$ cat config.mk
export PLATFORM = sky130hd
export DESIGN_NAME = packet_sequence_loss_counter_flat
export DESIGN_NICKNAME = d
export VERILOG_FILES = /design/src/rtl/psl_pkg.sv /design/src/rtl/psl_if.sv /design/src/rtl/psl_core.sv /design/src/rtl/packet_sequence_loss_counter.sv /design/src/flat_wrapper.sv
export SDC_FILE = /design/constraint.sdc
export NUM_CORES = 1
export LEC_CHECK = 0
export ABC_AREA = 1
export BUFFER_PORTS_ARGS = -buffer_cell sky130_fd_sc_hd__buf_2
export CORE_ASPECT_RATIO = 1.25
export CORE_MARGIN = 2
export CORE_UTILIZATION = 55
export DETAILED_ROUTE_END_ITERATION = 12
export PLACE_DENSITY = 0.75
export SLEW_MARGIN = 20
export SYNTH_ARGS = -nofsm -noshare
export SYNTH_HDL_FRONTEND = slang
export SYNTH_SLANG_ARGS = --single-unit
$ cat constraint.sdc
create_clock -name clk -period 10.7 [get_ports clk]
set_clock_uncertainty 0.2 [all_clocks]
set_input_delay 0.535 -clock clk [delete_from_list [all_inputs] [get_ports clk]]
set_output_delay 0.535 -clock clk [all_outputs]
set_load 0.005 [all_outputs]
$ cat src/rtl/psl_pkg.sv
// Package: command codes, item and result types of the packet sequence loss counter.
`default_nettype none
package psl_pkg;

	localparam logic [1:0] CMD_PACKET = 2'd0;
	localparam logic [1:0] CMD_START  = 2'd1;
	localparam logic [1:0] CMD_STOP   = 2'd2;
	localparam logic [1:0] CMD_TICK   = 2'd3;

	typedef struct packed {
		logic [1:0]  cmd;
		logic        header_ok;
		logic [31:0] magic_word;
		logic [31:0] sequence_number;
		logic [15:0] packet_length;
	} item_t;

	typedef struct packed {
		logic        running;
		logic [31:0] packet_count;
		logic [31:0] byte_count;
		logic [31:0] lost_count;
		logic [31:0] reorder_count;
		logic [31:0] invalid_count;
		logic [31:0] tick_count;
	} result_t;

endpackage
`default_nettype wire

$ cat src/rtl/psl_if.sv
// Interfaces: packet input, result output and magic register write channels.
`default_nettype none
interface psl_in_if;
	logic        valid;
	logic        ready;
	logic [1:0]  cmd;
	logic        header_ok;
	logic [31:0] magic_word;
	logic [31:0] sequence_number;
	logic [15:0] packet_length;

	modport source (output valid, cmd, header_ok, magic_word, sequence_number,
		packet_length, input ready);
	modport sink (input valid, cmd, header_ok, magic_word, sequence_number,
		packet_length, output ready);
endinterface

interface psl_out_if;
	logic        valid;
	logic        ready;
	logic        running;
	logic [31:0] packet_count;
	logic [31:0] byte_count;
	logic [31:0] lost_count;
	logic [31:0] reorder_count;
	logic [31:0] invalid_count;
	logic [31:0] tick_count;

	modport source (output valid, running, packet_count, byte_count, lost_count,
		reorder_count, invalid_count, tick_count, input ready);
	modport sink (input valid, running, packet_count, byte_count, lost_count,
		reorder_count, invalid_count, tick_count, output ready);
endinterface

interface psl_cfg_if;
	logic        valid;
	logic        ready;
	logic [31:0] data;

	modport source (output valid, data, input ready);
	modport sink (input valid, data, output ready);
endinterface
`default_nettype wire

$ cat src/rtl/psl_core.sv
// Counter state and the single-pass update for one command transaction.
`default_nettype none
module psl_core (
	input  wire logic            clk,
	input  wire logic            arst_n,
	input  wire logic            step,
	input  wire psl_pkg::item_t  item,
	input  wire logic [31:0]     magic,
	output psl_pkg::result_t     nxt
);

	logic        armed_q;
	logic        exp_valid_q;
	logic [31:0] exp_seq_q;
	logic [31:0] pkts_q;
	logic [31:0] bytes_q;
	logic [31:0] gaps_q;
	logic [31:0] late_q;
	logic [31:0] bad_q;
	logic [31:0] ticks_q;

	logic        exp_valid_d;
	logic [31:0] exp_seq_d;
	logic [31:0] diff;
	logic        good;

	assign diff = item.sequence_number - exp_seq_q;
	assign good = item.header_ok && (item.magic_word == magic);

	always_comb begin
		nxt.running       = armed_q;
		nxt.packet_count  = pkts_q;
		nxt.byte_count    = bytes_q;
		nxt.lost_count    = gaps_q;
		nxt.reorder_count = late_q;
		nxt.invalid_count = bad_q;
		nxt.tick_count    = ticks_q;
		exp_valid_d       = exp_valid_q;
		exp_seq_d         = exp_seq_q;
		case (item.cmd)
			psl_pkg::CMD_START: begin
				nxt         = '0;
				nxt.running = 1'b1;
				exp_valid_d = 1'b0;
				exp_seq_d   = '0;
			end
			psl_pkg::CMD_STOP: begin
				nxt.running = 1'b0;
			end
			psl_pkg::CMD_TICK: begin
				if (armed_q)
					nxt.tick_count = ticks_q + 32'd1;
			end
			default: begin
				if (armed_q) begin
					if (!good) begin
						nxt.invalid_count = bad_q + 32'd1;
					end else begin
						nxt.packet_count = pkts_q + 32'd1;
						nxt.byte_count   = bytes_q + {16'd0, item.packet_length};
						// exact match gives diff 0: same as a zero-length gap
						if (!exp_valid_q) begin
							exp_valid_d = 1'b1;
							exp_seq_d   = item.sequence_number + 32'd1;
						end else if (!diff[31]) begin
							nxt.lost_count = gaps_q + diff;
							exp_seq_d      = item.sequence_number + 32'd1;
						end else begin
							nxt.reorder_count = late_q + 32'd1;
						end
					end
				end
			end
		endcase
	end

	always_ff @(posedge clk or negedge arst_n) begin
		if (!arst_n) begin
			armed_q     <= 1'b0;
			exp_valid_q <= 1'b0;
			exp_seq_q   <= '0;
			pkts_q      <= '0;
			bytes_q     <= '0;
			gaps_q      <= '0;
			late_q      <= '0;
			bad_q       <= '0;
			ticks_q     <= '0;
		end else if (step) begin
			armed_q     <= nxt.running;
			exp_valid_q <= exp_valid_d;
			exp_seq_q   <= exp_seq_d;
			pkts_q      <= nxt.packet_count;
			bytes_q     <= nxt.byte_count;
			gaps_q      <= nxt.lost_count;
			late_q      <= nxt.reorder_count;
			bad_q       <= nxt.invalid_count;
			ticks_q     <= nxt.tick_count;
		end
	end

endmodule
`default_nettype wire

$ cat src/rtl/packet_sequence_loss_counter.sv
// Top level: input register, counter core, result register and magic register.
// Packet sequence loss counter. Each input transaction carries one command
// (packet header, start, stop or time tick) and yields exactly one result
// transaction holding every counter after that command. Throughput is one
// transaction per cycle while the result side is not stalled; the input
// register is loaded when the input is accepted, and the counter update
// then writes the result register, which offers the result. All counter
// arithmetic is 32-bit add, subtract or compare between the input register
// and the counters, so the next command already sees the updated state. A
// stalled result register holds the input register, and the input side then
// accepts no further transaction until the result is taken. The magic word
// register resets to zero and must only be written while no transaction is
// in flight.
`default_nettype none
module packet_sequence_loss_counter (
	input  wire logic  clk,
	input  wire logic  arst_n,
	psl_in_if.sink     pkt_in,
	psl_out_if.source  res_out,
	psl_cfg_if.sink    cfg
);

	psl_pkg::item_t   item_s1;
	logic             valid_s1;
	psl_pkg::result_t res_q;
	logic             out_valid_q;
	logic [31:0]      magic_q;
	psl_pkg::result_t nxt;
	logic             step;

	// core advances when the input register holds an item and the result register is free or being emptied
	assign step         = valid_s1 && (!out_valid_q || res_out.ready);
	assign pkt_in.ready = !valid_s1 || step;
	assign cfg.ready    = 1'b1;

	always_ff @(posedge clk or negedge arst_n) begin
		if (!arst_n)
			magic_q <= '0;
		else if (cfg.valid)
			magic_q <= cfg.data;
	end

	always_ff @(posedge clk or negedge arst_n) begin
		if (!arst_n)
			valid_s1 <= 1'b0;
		else if (pkt_in.ready)
			valid_s1 <= pkt_in.valid;
	end

	always_ff @(posedge clk) begin
		if (pkt_in.valid && pkt_in.ready) begin
			item_s1.cmd             <= pkt_in.cmd;
			item_s1.header_ok       <= pkt_in.header_ok;
			item_s1.magic_word      <= pkt_in.magic_word;
			item_s1.sequence_number <= pkt_in.sequence_number;
			item_s1.packet_length   <= pkt_in.packet_length;
		end
	end

	psl_core u_core (
		.clk    (clk),
		.arst_n (arst_n),
		.step   (step),
		.item   (item_s1),
		.magic  (magic_q),
		.nxt    (nxt)
	);

	always_ff @(posedge clk or negedge arst_n) begin
		if (!arst_n)
			out_valid_q <= 1'b0;
		else if (step)
			out_valid_q <= 1'b1;
		else if (res_out.ready)
			out_valid_q <= 1'b0;
	end

	always_ff @(posedge clk) begin
		if (step)
			res_q <= nxt;
	end

	assign res_out.valid         = out_valid_q;
	assign res_out.running       = res_q.running;
	assign res_out.packet_count  = res_q.packet_count;
	assign res_out.byte_count    = res_q.byte_count;
	assign res_out.lost_count    = res_q.lost_count;
	assign res_out.reorder_count = res_q.reorder_count;
	assign res_out.invalid_count = res_q.invalid_count;
	assign res_out.tick_count    = res_q.tick_count;

`ifndef SYNTH
	// start yields an armed result with the packet, lost and tick counters cleared
	a_start_clears: assert property (@(posedge clk) disable iff (!arst_n)
		(step && item_s1.cmd == psl_pkg::CMD_START) |=>
		(res_q.running && res_q.packet_count == '0 && res_q.lost_count == '0
		&& res_q.tick_count == '0))
		else $error("start did not clear counters");

	// stop yields a disarmed result
	a_stop_disarms: assert property (@(posedge clk) disable iff (!arst_n)
		(step && item_s1.cmd == psl_pkg::CMD_STOP) |=> !res_q.running)
		else $error("stop did not disarm");

	// input back-pressure only when both stages are full and the output stalls
	a_stall_cause: assert property (@(posedge clk) disable iff (!arst_n)
		!pkt_in.ready |-> (valid_s1 && out_valid_q && !res_out.ready))
		else $error("input stalled without cause");

	// a new result appears only after the core advanced
	a_result_origin: assert property (@(posedge clk) disable iff (!arst_n)
		$rose(out_valid_q) |-> $past(step))
		else $error("result without core step");
`endif

endmodule
`default_nettype wire

$ cat src/flat_wrapper.sv
// flat-port wrapper written by rule: the top's interface ports become plain ports
module packet_sequence_loss_counter_flat 
  (clk, arst_n, pkt_in_valid, pkt_in_cmd, pkt_in_header_ok, pkt_in_magic_word, pkt_in_sequence_number, pkt_in_packet_length, pkt_in_ready, res_out_valid, res_out_running, res_out_packet_count, res_out_byte_count, res_out_lost_count, res_out_reorder_count, res_out_invalid_count, res_out_tick_count, res_out_ready, cfg_valid, cfg_data, cfg_ready);
  psl_in_if pkt_in_i ();
  psl_out_if res_out_i ();
  psl_cfg_if cfg_i ();
  input  wire logic clk;
  input  wire logic arst_n;
  input wire logic [$bits(pkt_in_i.valid)-1:0] pkt_in_valid;
  input wire logic [$bits(pkt_in_i.cmd)-1:0] pkt_in_cmd;
  input wire logic [$bits(pkt_in_i.header_ok)-1:0] pkt_in_header_ok;
  input wire logic [$bits(pkt_in_i.magic_word)-1:0] pkt_in_magic_word;
  input wire logic [$bits(pkt_in_i.sequence_number)-1:0] pkt_in_sequence_number;
  input wire logic [$bits(pkt_in_i.packet_length)-1:0] pkt_in_packet_length;
  output wire logic [$bits(pkt_in_i.ready)-1:0] pkt_in_ready;
  output wire logic [$bits(res_out_i.valid)-1:0] res_out_valid;
  output wire logic [$bits(res_out_i.running)-1:0] res_out_running;
  output wire logic [$bits(res_out_i.packet_count)-1:0] res_out_packet_count;
  output wire logic [$bits(res_out_i.byte_count)-1:0] res_out_byte_count;
  output wire logic [$bits(res_out_i.lost_count)-1:0] res_out_lost_count;
  output wire logic [$bits(res_out_i.reorder_count)-1:0] res_out_reorder_count;
  output wire logic [$bits(res_out_i.invalid_count)-1:0] res_out_invalid_count;
  output wire logic [$bits(res_out_i.tick_count)-1:0] res_out_tick_count;
  input wire logic [$bits(res_out_i.ready)-1:0] res_out_ready;
  input wire logic [$bits(cfg_i.valid)-1:0] cfg_valid;
  input wire logic [$bits(cfg_i.data)-1:0] cfg_data;
  output wire logic [$bits(cfg_i.ready)-1:0] cfg_ready;
  assign pkt_in_i.valid = pkt_in_valid;
  assign pkt_in_i.cmd = pkt_in_cmd;
  assign pkt_in_i.header_ok = pkt_in_header_ok;
  assign pkt_in_i.magic_word = pkt_in_magic_word;
  assign pkt_in_i.sequence_number = pkt_in_sequence_number;
  assign pkt_in_i.packet_length = pkt_in_packet_length;
  assign pkt_in_ready = pkt_in_i.ready;
  assign res_out_valid = res_out_i.valid;
  assign res_out_running = res_out_i.running;
  assign res_out_packet_count = res_out_i.packet_count;
  assign res_out_byte_count = res_out_i.byte_count;
  assign res_out_lost_count = res_out_i.lost_count;
  assign res_out_reorder_count = res_out_i.reorder_count;
  assign res_out_invalid_count = res_out_i.invalid_count;
  assign res_out_tick_count = res_out_i.tick_count;
  assign res_out_i.ready = res_out_ready;
  assign cfg_i.valid = cfg_valid;
  assign cfg_i.data = cfg_data;
  assign cfg_ready = cfg_i.ready;
  packet_sequence_loss_counter u_core (.clk(clk), .arst_n(arst_n), .pkt_in(pkt_in_i), .res_out(res_out_i), .cfg(cfg_i));
endmodule
* Word-level counts from Yosys, hierarchy flattened
Index checks and enable logic that the tools add are counted.
Storage, ports and cells: bits in registers 536, input bits 120, output and inout bits 196, word-level logic and storage cells 71
Operators by class: add/subtract/negate cells 8, equality and inequality tests 5, mux-type cells 20, bitwise gates (word level) 1, reductions and logical operators 13
Operator list (count):
- $pmux 160 s2 | 1
- $mux 32 | 8
- $add 32x1->32 const B | 5
- $mux 160 | 1
- $mux 128 | 1
- $pmux 32 s2 | 2
- $mux 64 | 1
- $add 32x16->32 | 1
- $add 32x32->32 | 1
- $eq 32x32->1 | 1
- $sub 32x32->32 | 1
- $reduce_bool 2->1 | 3
- $reduce_and 5->1 | 1
- $eq 2x2->1 const B | 2
- $mux 1 | 4
- $pmux 1 s2 | 2
- $reduce_and 4->1 | 1
- $logic_and 1x1->1 | 3
- $ne 3x2->1 const B | 1
- $eq 2x1->1 const B | 1
- $logic_not 1->1 | 2
- $logic_or 1x1->1 | 2
- $reduce_or 2->1 | 1
- $not 1->1 | 1

* Longest topological paths before layout
depth after elaboration 7, gate-level depth with buffers 27, depth with buffers taken out 27

* Cells and area by module
Synthesis repeated with hierarchy kept, for this count alone.
Unflattened totals: cell total of the unflattened synthesis 3596, area, all modules 29824.9 µm²
By module, submodules not included:
- psl_core | instances 1, cells an instance 3171, area an instance 20021.7 µm², seq. area each 5655.4 µm²
- packet_sequence_loss_counter | instances 1, cells an instance 425, area an instance 9803.2 µm², seq. area each 9138.8 µm²

* Least setup slack after synthesis
No wires, ideal clock.
path type input port to flip-flop, start point in res_out_ready, end point reg u_core.res_q, in the netlist u_core.res_out.byte_count[0], enable pin, arrival 6.547 ns, data required time 9.867 ns, path slack 3.321 ns, stages 6, path buffers 2, cell sequence inv_1 -> nand2_1 -> nand2_1 -> inv_1 -> clkbuf_1 -> clkbuf_1
On the way: word-level cells in the longest chain between the ends 2
RTL lines:
- start, declared | line flat_wrapper.sv:24 | input wire logic [$bits(res_out_i.ready)-1:0] res_out_ready;
- $logic_or 1x1->1 | line packet_sequence_loss_counter.sv:32 | assign step = valid_s1 && (!out_valid_q || res_out.ready);
- $logic_and 1x1->1 | line packet_sequence_loss_counter.sv:32
- via u_core.step | line packet_sequence_loss_counter.sv:29 | logic step;
- end signal, assigned | line packet_sequence_loss_counter.sv:80 | res_q <= nxt;
- end, declared | line packet_sequence_loss_counter.sv:25 | psl_pkg::result_t res_q;
The timed path passes the listed nets, and every way through them passes these cells. A chain may end at the register's enable or synchronous reset.

==> flow_summary.yaml <==
detailed_routing:
  via_per_instance_ratio: 5.47
  dr.pass1.iters: 6
  drt-total-wl_mm: 80.0
  drtAntennaViolNets: 0
  routedWlPerCell_um: 16.8
  number_of_design_rule_violations_left_by_the_first_detailed_router_iteration: 2361
  via_count: 26034
  drc_errors: 0
cts:
  clk_root_buffer_cell: "sky130_fd_sc_hd__clkbuf_16"
  post-cts-setup-buffer-count: 0
  cts.path.max_buffers: 3
  cts.htree.levels: 2
  clkTransAtPathRegs_ns: 0.06
  cts_hold_buf: 116
  cts.repair.resized: 0
  number_of_clock_buffers_inserted_by_tritoncts: 53
  cts.sink_count: 536
  clock_network_latency_to_the_later_pin_of_the_worst_skew_pair_ns: 0.62
  tritoncts: "built"
final_layout:
  sequential_cell_area_mm2: 0.0148
  drive_above_1_share: 0.113
  max_ffs_per_register: 83
  footprint_of_the_multi_input_gates_mm2: 0.0129
  antenna_cells: 0
  final.fill_count: 4563
  max_flop_register: "u_core.item_s1"
  number_of_nets_in_the_final_layout: 4246
  mostFrequentLayoutCell: "sky130_fd_sc_hd__nand2_1"
  fin_area_mm2: 0.0348
  area_growth_pct: 17.2
  finish.utilization: 0.650
  mostFrequentLayoutCells: "sky130_fd_sc_hd__nand2_1, sky130_fd_sc_hd__inv_1, sky130_fd_sc_hd__buf_2"
power:
  p_leak_uw: 0.0159
  power_density_mw_per_mm2: 194
  vdd.ir_drop.worst_uv: 190
  totalPowerFinal_uw: 6750
global_routing:
  grt_start_max_net_pins: 144
  grt_antenna_before_repair: 1
  first_pass_grt_wire_length_mm: 127
  grt_overflow_total: 0
  grt_pass1_vias: 24657
  globalRouteTotalUtil: 0.285
logic_synthesis:
  register_bit_total_from_synthesis: 536
  yosysSeqAreaShare: 0.499
  ys_types: 54
  synthesis.yosys.warnings: 0
  syn-mean-instance-area_um2: 8.13
  synthesis.area_mm2: 0.0297
  postSynthNetCount: 3858
  synth_cells: 3647
critical_path:
  timing.critical_path.fanout_max: 4
  critical_path_required_ns: 10.87
  critPathArrivalTime_ns: 5.09
  setup.worst_path.class: "reg -> reg"
  worst_setup_path_end_kind: "flop"
  start_kind: "flop"
timing:
  period_share: 0.460
  finalSetupViolCount: 0
  tightestPinTransition_ns: 1.13
  max_clock_freq_mhz: 203
  postLayoutSetupSlackWorst_ns: 5.78
  period_needed_ns: 4.92
  finalSetupTns_ns: 0
  maxSlewHeadroom: 0.244
  grt_setup_unrepaired: "false"
  hold_violations: 0
  count_of_final_max_slew_check_failures: 0
job:
  timing.max_cap.violations: 0
floorplan:
  initial_core_util: 0.555
  coreArea_mm2: 0.0535
  ioPinCount: 316
  chipWidth_um: 212
  chipHeight_um: 264
  total_die_area_mm2: 0.0558
  fp-row-count: 95
placed_design:
  dp_slack_ns: 5.83
  dpl_cell_area_mm2: 0.0318
  gp_routability_congestion: 0.907
  hpwlAfterDp_mm: 55.7
  numPortBuffers: 314
status:
  outcome: "finished clean"
worst_hold_path:
  min_path_type: "in -> reg"
## metal layers
metal / global-route usage / wire (µm)
met1: 0.376 / 33600
met2: 0.486 / 39300
met3: 0.0345 / 4470
met4: 0.0963 / 2570
met5: 0 / 0
## Yosys cell counts, drive strengths merged
cell type / count / share of area
a21boi: 6 / 0.0015
mux2: 7 / 0.0027
clkbuf: 93 / 0.012
ha: 88 / 0.037
a21oi: 131 / 0.022
a21o: 9 / 0.0023
edfxtp: 276 / 0.28
o21a: 11 / 0.0028
nor2: 238 / 0.031
inv: 412 / 0.052
o2111ai: 1 / 0.00030
o31ai: 12 / 0.0030
nand3b: 9 / 0.0023
fa: 3 / 0.0020
and3: 3 / 0.00063
conb: 1 / 0.00013
o221ai: 1 / 0.00030
or3: 2 / 0.00042
nor4: 32 / 0.0067
a22oi: 3 / 0.00076
nand3: 238 / 0.041
nand2: 1119 / 0.14
o22ai: 18 / 0.0038
or2: 10 / 0.0021
dfrtp: 260 / 0.22
nor3: 77 / 0.014
xor2: 65 / 0.019
xnor2: 42 / 0.012
buf: 24 / 0.0038
a31oi: 12 / 0.0025
o211ai: 12 / 0.0030
or4: 1 / 0.00025
clkinv: 1 / 0.00013
o21bai: 6 / 0.0015
o21ai: 337 / 0.057
mux2i: 2 / 0.00067
a31o: 1 / 0.00030
nor3b: 3 / 0.00076
a211oi: 1 / 0.00025
nand4: 74 / 0.016
and2: 6 / 0.0013
## critical path, stage by stage (launching register included)
cell                       delay, ns
sky130_fd_sc_hd__edfxtp_1       0.39
sky130_fd_sc_hd__inv_1          0.06
sky130_fd_sc_hd__ha_1           0.20
sky130_fd_sc_hd__fa_1           0.40
sky130_fd_sc_hd__o21ai_0        0.45
sky130_fd_sc_hd__nand2_1        0.10
sky130_fd_sc_hd__a21oi_1        0.26
sky130_fd_sc_hd__a21oi_1        0.14
sky130_fd_sc_hd__o21ai_0        0.29
sky130_fd_sc_hd__nand2_1        0.09
sky130_fd_sc_hd__nand2_1        0.13
sky130_fd_sc_hd__xor2_1         0.17
sky130_fd_sc_hd__ha_1           0.30
sky130_fd_sc_hd__nand2_1        0.17
sky130_fd_sc_hd__inv_1          0.05
sky130_fd_sc_hd__a21oi_1        0.27
sky130_fd_sc_hd__o21ai_0        0.20
sky130_fd_sc_hd__a21oi_1        0.23
sky130_fd_sc_hd__nand2_1        0.10
sky130_fd_sc_hd__a21oi_1        0.21
sky130_fd_sc_hd__o21ai_0        0.14
sky130_fd_sc_hd__and2_1         0.15
## metrics by stage
stage | std cells | hold slack, ns
after floorplan | 3647 | 0.0394
after global placement | 4543 | 0.264
after detailed placement | 4543 | 0.270
after CTS | 4759 | 0.0509
after global routing | 4759 | 0.0939
final | 4759 | 0.117
## kinds of logic after synthesis
group	share of synthesized area
compound gates	0.101
xor+xnor	0.0316
fa+ha+maj	0.0391
buf+inv	0.0678
flops	0.499
mux	0.00333
other cells	0.000126
simple gates	0.258
## final timing paths
check | from | endpoint | slack, ns | depth (start not counted)
worst max register to register | u_core.item_s1[16] | u_core.res_out.lost_count[31] | 5.78 | 21
worst min register to register | u_core.u_core.exp_seq_q[28] | u_core.u_core.exp_seq_q[28] | 0.28 | 2
worst min-delay path | res_out_ready | u_core.res_out.valid | 0.12 | 4
max in group asynchronous | arst_n | u_core.u_core.bytes_q[0] | 8.51 | 3
min in group asynchronous | arst_n | u_core.u_core.ticks_q[23] | 0.34 | 2
worst max-delay path | u_core.item_s1[16] | u_core.res_out.lost_count[31] | 5.78 | 21
## power by group
part | switching [µW] | total [µW] | leakage [µW] | internal (µW)
clock network | 828 | 1930 | 0.000859 | 1100
registers | 136 | 2560 | 0.00622 | 2430
logic | 1470 | 2260 | 0.00877 | 790
## layout make-up
class,count,share of cell area
clock inverters,16,0.00673
repair buffers,450,0.0832
well taps,679,0.0244
flip-flops and latches,536,0.426
clock buffers,84,0.0447
inverters,413,0.0449
multi-input cells,2581,0.370
Note: power is estimated with default switching activity, not from simulation.
